--- src/design/psi_divider.sv ---
// restoring divider, one quotient bit per cycle
`timescale 1ns / 1ps
module psi_divider #(
   parameter int SUM_BITS   = 48,
   parameter int COUNT_BITS = 16
) (
   input  logic                  clock,
   input  logic                  reset,
   input  logic                  start,
   input  logic [SUM_BITS-1:0]   dividend,
   input  logic [COUNT_BITS-1:0] divisor,
   output logic                  done,
   output logic [SUM_BITS-1:0]   quotient
);
   localparam int CNT_W = $clog2(SUM_BITS + 1);

   logic [SUM_BITS-1:0]   quot_ff, quot_in;
   logic [COUNT_BITS-1:0] rem_ff, rem_in;
   logic [COUNT_BITS-1:0] div_ff, div_in;
   logic [CNT_W-1:0]      cnt_ff, cnt_in;
   logic                  busy_ff, busy_in;
   logic                  done_ff, done_in;
   logic [COUNT_BITS:0]   trial;
   logic [COUNT_BITS:0]   diff;

   always_comb begin
      trial   = {rem_ff, quot_ff[SUM_BITS-1]};
      diff    = trial - {1'b0, div_ff};
      quot_in = quot_ff;
      rem_in  = rem_ff;
      div_in  = div_ff;
      cnt_in  = cnt_ff;
      busy_in = busy_ff;
      done_in = 1'b0;
      if (start) begin
         quot_in = dividend;
         rem_in  = '0;
         div_in  = divisor;
         cnt_in  = CNT_W'(SUM_BITS);
         busy_in = 1'b1;
      end else if (busy_ff) begin
         if (trial >= {1'b0, div_ff}) begin
            rem_in  = diff[COUNT_BITS-1:0];
            quot_in = {quot_ff[SUM_BITS-2:0], 1'b1};
         end else begin
            rem_in  = trial[COUNT_BITS-1:0];
            quot_in = {quot_ff[SUM_BITS-2:0], 1'b0};
         end
         cnt_in = cnt_ff - 1'b1;
         if (cnt_ff == CNT_W'(1)) begin
            busy_in = 1'b0;
            done_in = 1'b1;
         end
      end
   end

   always_ff @(posedge clock) begin
      if (reset) begin
         busy_ff <= 1'b0;
         done_ff <= 1'b0;
         cnt_ff  <= '0;
      end else begin
         busy_ff <= busy_in;
         done_ff <= done_in;
         cnt_ff  <= cnt_in;
      end
      quot_ff <= quot_in;
      rem_ff  <= rem_in;
      div_ff  <= div_in;
   end

   assign done     = done_ff;
   assign quotient = quot_ff;
endmodule

--- config.mk ---
export PLATFORM = sky130hd
export DESIGN_NAME = psi_divider
export DESIGN_NICKNAME = d
export VERILOG_FILES = /design/src/design/psi_divider.sv
export SDC_FILE = /design/constraint.sdc
export NUM_CORES = 1
export LEC_CHECK = 0
export BUFFER_PORTS_ARGS = -buffer_cell sky130_fd_sc_hd__buf_2
export CORE_AREA = 2 2 87 97
export CTS_BUF_LIST = sky130_fd_sc_hd__clkbuf_8
export DETAILED_ROUTE_END_ITERATION = 16
export DIE_AREA = 0 0 89 99
export GPL_ROUTABILITY_DRIVEN = 0
export PLACE_DENSITY = 0.86
export SKIP_CTS_REPAIR_TIMING = 1
export SLEW_MARGIN = 20
export SYNTH_ARGS = -nofsm -noshare
export SYNTH_HDL_FRONTEND = slang
export SYNTH_SLANG_ARGS = --single-unit
--- constraint.sdc ---
create_clock -name clock -period 5.2 [get_ports clock]
set_clock_uncertainty 0.05 [all_clocks]
set_input_delay 0.52 -clock clock [delete_from_list [all_inputs] [get_ports clock]]
set_output_delay 0.52 -clock clock [all_outputs]
set_load 0.02 [all_outputs]
==> flow_metrics.py, run 1 <==
metrics = {
    "outcome": {
        "outcome": "completed",
    },
    "critical_path": {
        "crit_path_top_delay_cell": "a21oi_4",
        "cp_max_fo": 23,
        "crit_type": "flop to flop",
        "arrival_ns": 2.98,
        "max_stage_delay_ns": 0.65,
        "cp-start-kind": "flop",
        "worstPathCellList": "inv_1 > ha_1 > nor2b_4 > o211a_1 > o31a_1 > o211ai_4 > a21oi_4 > mux2_4 > a211oi_2",
        "setup.worst_path.end_class": "flop",
        "r2r_slack_ns": 2.45,
        "required_ns": 5.43,
        "path_buf_inv": 1,
        "critical_path.top_delay_family": "compound AO/OA/AOI/OAI gates",
    },
    "detailed_routing": {
        "first_iter_violations": 151,
        "wl_per_cell_um": 16.26,
        "num_vias": 3251,
        "postRouteWirelength_um": 9576,
        "first_pass_iters": 4,
        "drc": 0,
        "drtAntennaViolNets": 0,
        "via_per_inst": 5.520,
    },
    "power": {
        "combPwrFrac": 0.224,
        "cellPowerDensity_nw_per_um2": 332.7,
        "clockPowerShare": 0.288,
        "internal_power_mw": 1.264,
        "p_leak_nw": 2.230,
        "swShare": 0.2896,
        "p_seq_frac": 0.488,
        "p_sw_uw": 515.3,
        "peakVddDrop_v": 0.0001932,
    },
    "global_route": {
        "track_usage": 0.2303,
        "grt.overflow.total": 0,
        "grt_pass1_wl_um": 15670,
        "grt_max_degree": 49,
        "grt_pass1_vias": 3419,
        "antenna_found_initial": 0,
    },
    "synthesis": {
        "syn_area_sq_um": 4492,
        "synth_nets": 453,
        "synth_area_per_cell_sq_um": 12.24,
        "synth_commonest_cells": "edfxtp_1 (64), nor2_1 (31), dfxtp_1 (24), mux2_1 (24), mux2_2 (24)",
        "synth_area_leaders": "edfxtp_1 (43%), dfxtp_1 (11%), mux2_1 (6.0%)",
        "yosysUniqueCellTypes": 53,
        "synth.most_common_cell": "edfxtp_1",
        "yosysTopAreaCell": "edfxtp_1",
        "synth_edf_count": 64,
        "synth_top_cell_area_share": 0.4279,
        "ys_ff_latch": 88,
        "syn_inst": 367,
        "async_flop_share": 0,
        "yosysSeqAreaShare": 0.5348,
        "synth-main-ff-cell": "edfxtp_1",
        "ys.warnings.count": 0,
    },
    "clock_tree": {
        "insertion_delay_ns": 0.36,
        "cts-root-buf": "clkbuf_8",
        "clock_path_buffers": 2,
        "cts_tree": "yes",
        "cts.sinks": 88,
        "path_clk_slew_ns": 0.08,
        "cts_buffers": 9,
        "cts.htree.levels": 3,
    },
    "placement": {
        "hpwl_um": 6750,
        "pre_cts_slack_ns": 2.472,
        "portBuffers": 115,
    },
    "final_layout": {
        "regArea_sq_um": 2402,
        "drive_gt1_frac": 0.3472,
        "fillCellCount": 594,
        "num_antenna_cells": 0,
        "area_growth_pct": 19.08,
        "multiInputGateArea_sq_um": 1924,
        "final_nets": 562,
    },
    "timing": {
        "hold_viol": 0,
        "timing.fmax_mhz": 363.7,
        "whs_ns": 0.2881,
        "setup-tns-final_ns": 0,
        "slew_headroom": 0.4876,
        "setup_viol": 0,
        "min_period_over_period": 0.5287,
        "final_max_slew_viol_count": 0,
        "tightest_slew_ns": 0.7669,
        "post-route-min-period_ns": 2.749,
        "grt_setup_unrepaired": "false",
        "finalWorstSetupSlack_ns": 2.451,
    },
    "die": {
        "ioPinCount": 116,
        "die_h_um": 99,
        "initial_core_util": 0.5738,
        "core_area_sq_um": 7828,
        "dieArea_sq_um": 8811,
        "num_rows": 34,
        "die_w_um": 89,
    },
    "job": {
        "drv_cap": 0,
    },
    "worst_hold_path": {
        "hold_class": "primary input to flop",
    },
}
-- layout make-up --
type,count,share of cell area
clock inverters,7,0.01637
repair buffers,117,0.1109
inverters,22,0.01544
clock buffers,9,0.02316
flip-flops and latches,88,0.4491
well taps,108,0.02526
multi-input cells,238,0.3598
-- metrics by stage --
step	util	power [mW]	area, sq um	instances
final	0.6833	1.779	5349	589
after global routing	0.6833	1.855	5349	589
after CTS	0.6827	1.787	5344	589
after detailed placement	0.6557	1.277	5132	573
after global placement	0.6557	1.263	5132	573
after floorplan	-	1.165	4492	367
-- power by group through the flow --
stage | Combinational (mW) | Sequential (mW) | Clock (mW)
2_1_floorplan | 0.237 | 0.928 | 0
3_3_place_gp | 0.383 | 0.880 | 0
3_5_place_dp | 0.395 | 0.882 | 0
4_1_cts | 0.398 | 0.869 | 0.521
5_1_grt | 0.435 | 0.876 | 0.543
6_report | 0.399 | 0.868 | 0.512
-- logic make-up after synthesis --
kind of cell / count (synthesis) / share of synthesized area
muxes: 56 / 0.1393
DFF: 88 / 0.5348
adders and majority gates: 19 / 0.05460
buffers and inverters: 41 / 0.03844
AOI/OAI and AO/OA: 66 / 0.1120
xor gates and xnor gates: 17 / 0.03315
and+or+nand+nor: 80 / 0.08774
-- registers in the layout (all words and copies together) (netlist names) --
signal and count:
busy_ff 1, cnt_ff 6, rem_ff 16, done 1, div_ff 16, quotient 48
-- per-layer routing --
metal | up-vias | routed length, um | track usage
met5 | - | 0 | 0
met4 | 0 | 156 | 0.09874
met3 | 18 | 659 | 0.06449
met2 | 98 | 4735 | 0.3714
met1 | 1560 | 4024 | 0.2886
li1 | 1575 | - | -
-- worst paths after layout --
kind,start,endpoint,cells after the start
max,div_ff[1],rem_ff[0],9
min,divisor[7],div_ff[7],1
max reg2reg,div_ff[1],rem_ff[0],9
min reg2reg,rem_ff[11],rem_ff[11],2
-- layout by cell type, fill, tap and decap left out, types with 8 or more instances in the layout --
cell type and count:
xor2_1 8, edfxtp_1 64, clkbuf_8 9, xnor2_1 9, a211oi_1 8, ha_1 18
mux2_1 24, nand2_1 12, mux2_2 24, a21oi_1 17, dfxtp_1 24, buf_2 114
nor2_1 31, nand3_1 8, inv_1 22
Power figures use the tool's default switching activity.
==> run 2, diff against run 1 <==
--- a/config.mk
+++ b/config.mk
@@ -6,12 +6,12 @@
 export NUM_CORES = 1
 export LEC_CHECK = 0
 export BUFFER_PORTS_ARGS = -buffer_cell sky130_fd_sc_hd__buf_2
-export CORE_AREA = 2 2 87 97
+export CORE_AREA = 2 2 94 105
 export CTS_BUF_LIST = sky130_fd_sc_hd__clkbuf_8
 export DETAILED_ROUTE_END_ITERATION = 16
-export DIE_AREA = 0 0 89 99
+export DIE_AREA = 0 0 96 107
 export GPL_ROUTABILITY_DRIVEN = 0
-export PLACE_DENSITY = 0.86
+export PLACE_DENSITY = 0.77
 export SKIP_CTS_REPAIR_TIMING = 1
 export SLEW_MARGIN = 20
 export SYNTH_ARGS = -nofsm -noshare
==> constraint.sdc (replaced) <==
create_clock -name clock -period 2.3 [get_ports clock]
set_clock_uncertainty 0.05 [all_clocks]
set_input_delay 0.23 -clock clock [delete_from_list [all_inputs] [get_ports clock]]
set_output_delay 0.23 -clock clock [all_outputs]
set_load 0.02 [all_outputs]
==> flow_metrics.py, run 2 (synthesis gave the netlist of run 1 again) <==
metrics = {
    "timing": {
        "timing.fmax_mhz": 410.1,
        "grt_setup_unrepaired": "true",
        "final_max_slew_viol_count": 0,
        "tightest_slew_ns": 0.4541,
        "slew_headroom": 0.6945,
        "whs_ns": 0.07518,
        "hold_viol": 0,
        "min_period_over_period": 1.060,
        "post-route-min-period_ns": 2.438,
        "finalWorstSetupSlack_ns": -0.1385,
        "setup_viol": 15,
    },
    "global_route": {
        "track_usage": 0.2018,
        "grt_max_degree": 37,
        "antenna_found_initial": 0,
        "grt_pass1_wl_um": 15990,
        "grt_pass1_vias": 3451,
        "grt.overflow.total": 0,
    },
    "power": {
        "p_leak_nw": 2.541,
        "internal_power_mw": 2.940,
        "total_power_mw": 4.247,
        "peakVddDrop_v": 0.0004601,
        "p_seq_frac": 0.462,
        "p_sw_mw": 1.307,
        "clockPowerShare": 0.267,
        "combPwrFrac": 0.271,
        "cellPowerDensity_nw_per_um2": 702.9,
        "swShare": 0.3077,
    },
    "clock_tree": {
        "cts_buffers": 9,
        "cts_tree": "yes",
        "clock_path_buffers": 2,
        "cts.sinks": 88,
        "insertion_delay_ns": 0.37,
        "cts-root-buf": "clkbuf_8",
        "cts.htree.levels": 3,
        "path_clk_slew_ns": 0.10,
    },
    "final_layout": {
        "final_nets": 621,
        "final_common_cell": "buf_2",
        "fillCellCount": 670,
        "utilization": 0.6558,
        "num_antenna_cells": 0,
        "largest_register_ffs": 48,
        "drive_gt1_frac": 0.4315,
        "final_cell_mix": "buf_2 (114), edfxtp_1 (64), buf_4 (40), nor2_1 (31)",
        "area_growth_pct": 34.51,
        "stdcell_area_sq_um": 6042,
    },
    "die": {
        "ioPinCount": 116,
        "dieArea_sq_um": 10270,
        "initial_core_util": 0.4876,
        "die_h_um": 107,
        "die_w_um": 96,
        "num_rows": 37,
        "core_area_sq_um": 9213,
    },
    "critical_path": {
        "arrival_ns": 2.71,
        "reg2reg_depth": 11,
        "cp_max_fo": 4,
        "r2r_slack_ns": -0.14,
        "crit_type": "flop to flop",
        "max_stage_delay_ns": 0.41,
        "crit_path_top_delay_cell": "edfxtp_1",
        "rr_startpoint": "div_ff[1]",
        "worstPathCellList": "inv_2 > ha_4 > nor2b_4 > o211a_1 > o31a_1 > o211ai_4 > buf_4 > a21oi_2 > buf_4 > o31ai_1 > a41o_1",
        "cp-start-kind": "flop",
        "r2r-end": "rem_ff[13]",
        "required_ns": 2.57,
        "setup.worst_path.end_class": "flop",
        "crit_top_cell": "buf_4",
    },
    "detailed_routing": {
        "via_per_inst": 5.373,
        "num_vias": 3530,
        "drtAntennaViolNets": 0,
        "first_iter_violations": 197,
        "wl_per_cell_um": 16.18,
        "first_pass_iters": 4,
        "postRouteWirelength_um": 10630,
        "drc": 0,
    },
    "job": {
        "drv_cap": 0,
    },
    "outcome": {
        "violations": "setup timing",
        "outcome": "finished, violations left",
    },
    "worst_hold_path": {
        "hold_depth": 2,
        "hold_class": "primary input to flop",
        "hold-path-endpoint": "busy_ff",
        "min_from": "reset",
    },
    "placement": {
        "hpwl_um": 7235,
        "placed_area_sq_um": 5455,
        "portBuffers": 115,
    },
}
run 2: cell count changes in the layout (fill, tap and decap cells not counted), moves of 3 or more:
cell           before  now
inv_1              22   18
dlygate4sd3_1       0   16
ha_1               18   12
buf_4               3   40
a21oi_2             0    4
ha_4                0    5
a21oi_1            17   14
run 2: how the worst max path moves through the flow:
stage / slack, ns / depth (start not counted) / from / to
after floorplan: 0.004 / 9 / div_ff[1] / rem_ff[15]
after global placement: -0.15 / 9 / div_ff[3] / rem_ff[5]
after detailed placement: -0.19 / 8 / div_ff[3] / rem_ff[0]
after CTS: -0.26 / 8 / div_ff[3] / rem_ff[0]
after global routing: -0.23 / 11 / div_ff[1] / rem_ff[13]
final: -0.14 / 11 / div_ff[1] / rem_ff[13]
run 2: power groups by stage:
stage               combinational, mW  sequential (mW)  clock [mW]
floorplan                       0.543             2.10           0
global placement                 1.00             1.98           0
detailed placement               1.03             1.99           0
CTS                              1.03             1.96        1.16
global route                     1.24             1.98        1.22
finish                           1.15             1.96        1.13
run 2: worst max-delay path: cells and delay by family (launching register included):
family / cells / cell delay [ns]
DFF: 1 / 0.41
and+or+nand+nor: 1 / 0.12
AOI/OAI and AO/OA: 6 / 1.21
buffers and inverters: 3 / 0.41
adders and majority gates: 1 / 0.19
run 2: metal layers:
layer | up-vias | GRT usage | routed length, um
met5 | - | 0 | 0
met2 | 114 | 0.3363 | 5528
met3 | 16 | 0.05973 | 652
met1 | 1694 | 0.2385 | 4277
li1 | 1706 | - | -
met4 | 0 | 0.08673 | 171
run 2: final cells by class:
type | instances | area [sq um] | area share
inverters | 22 | 82.58 | 0.01367
repair buffers | 175 | 1119 | 0.1851
multi-input cells | 239 | 2086 | 0.3452
clock buffers | 9 | 123.9 | 0.02050
well taps | 117 | 146.4 | 0.02423
clock inverters | 7 | 82.58 | 0.01367
flip-flops and latches | 88 | 2402 | 0.3976
run 2: stage by stage:
step / setup slack, ns / TNS (ns) / cells
2_1_floorplan: 0.003836 / 0 / 367
3_3_place_gp: -0.1509 / -1.598 / 618
3_5_place_dp: -0.1901 / -1.742 / 618
4_1_cts: -0.2570 / -2.678 / 634
5_1_grt: -0.2271 / -2.602 / 657
6_report: -0.1385 / -1.146 / 657
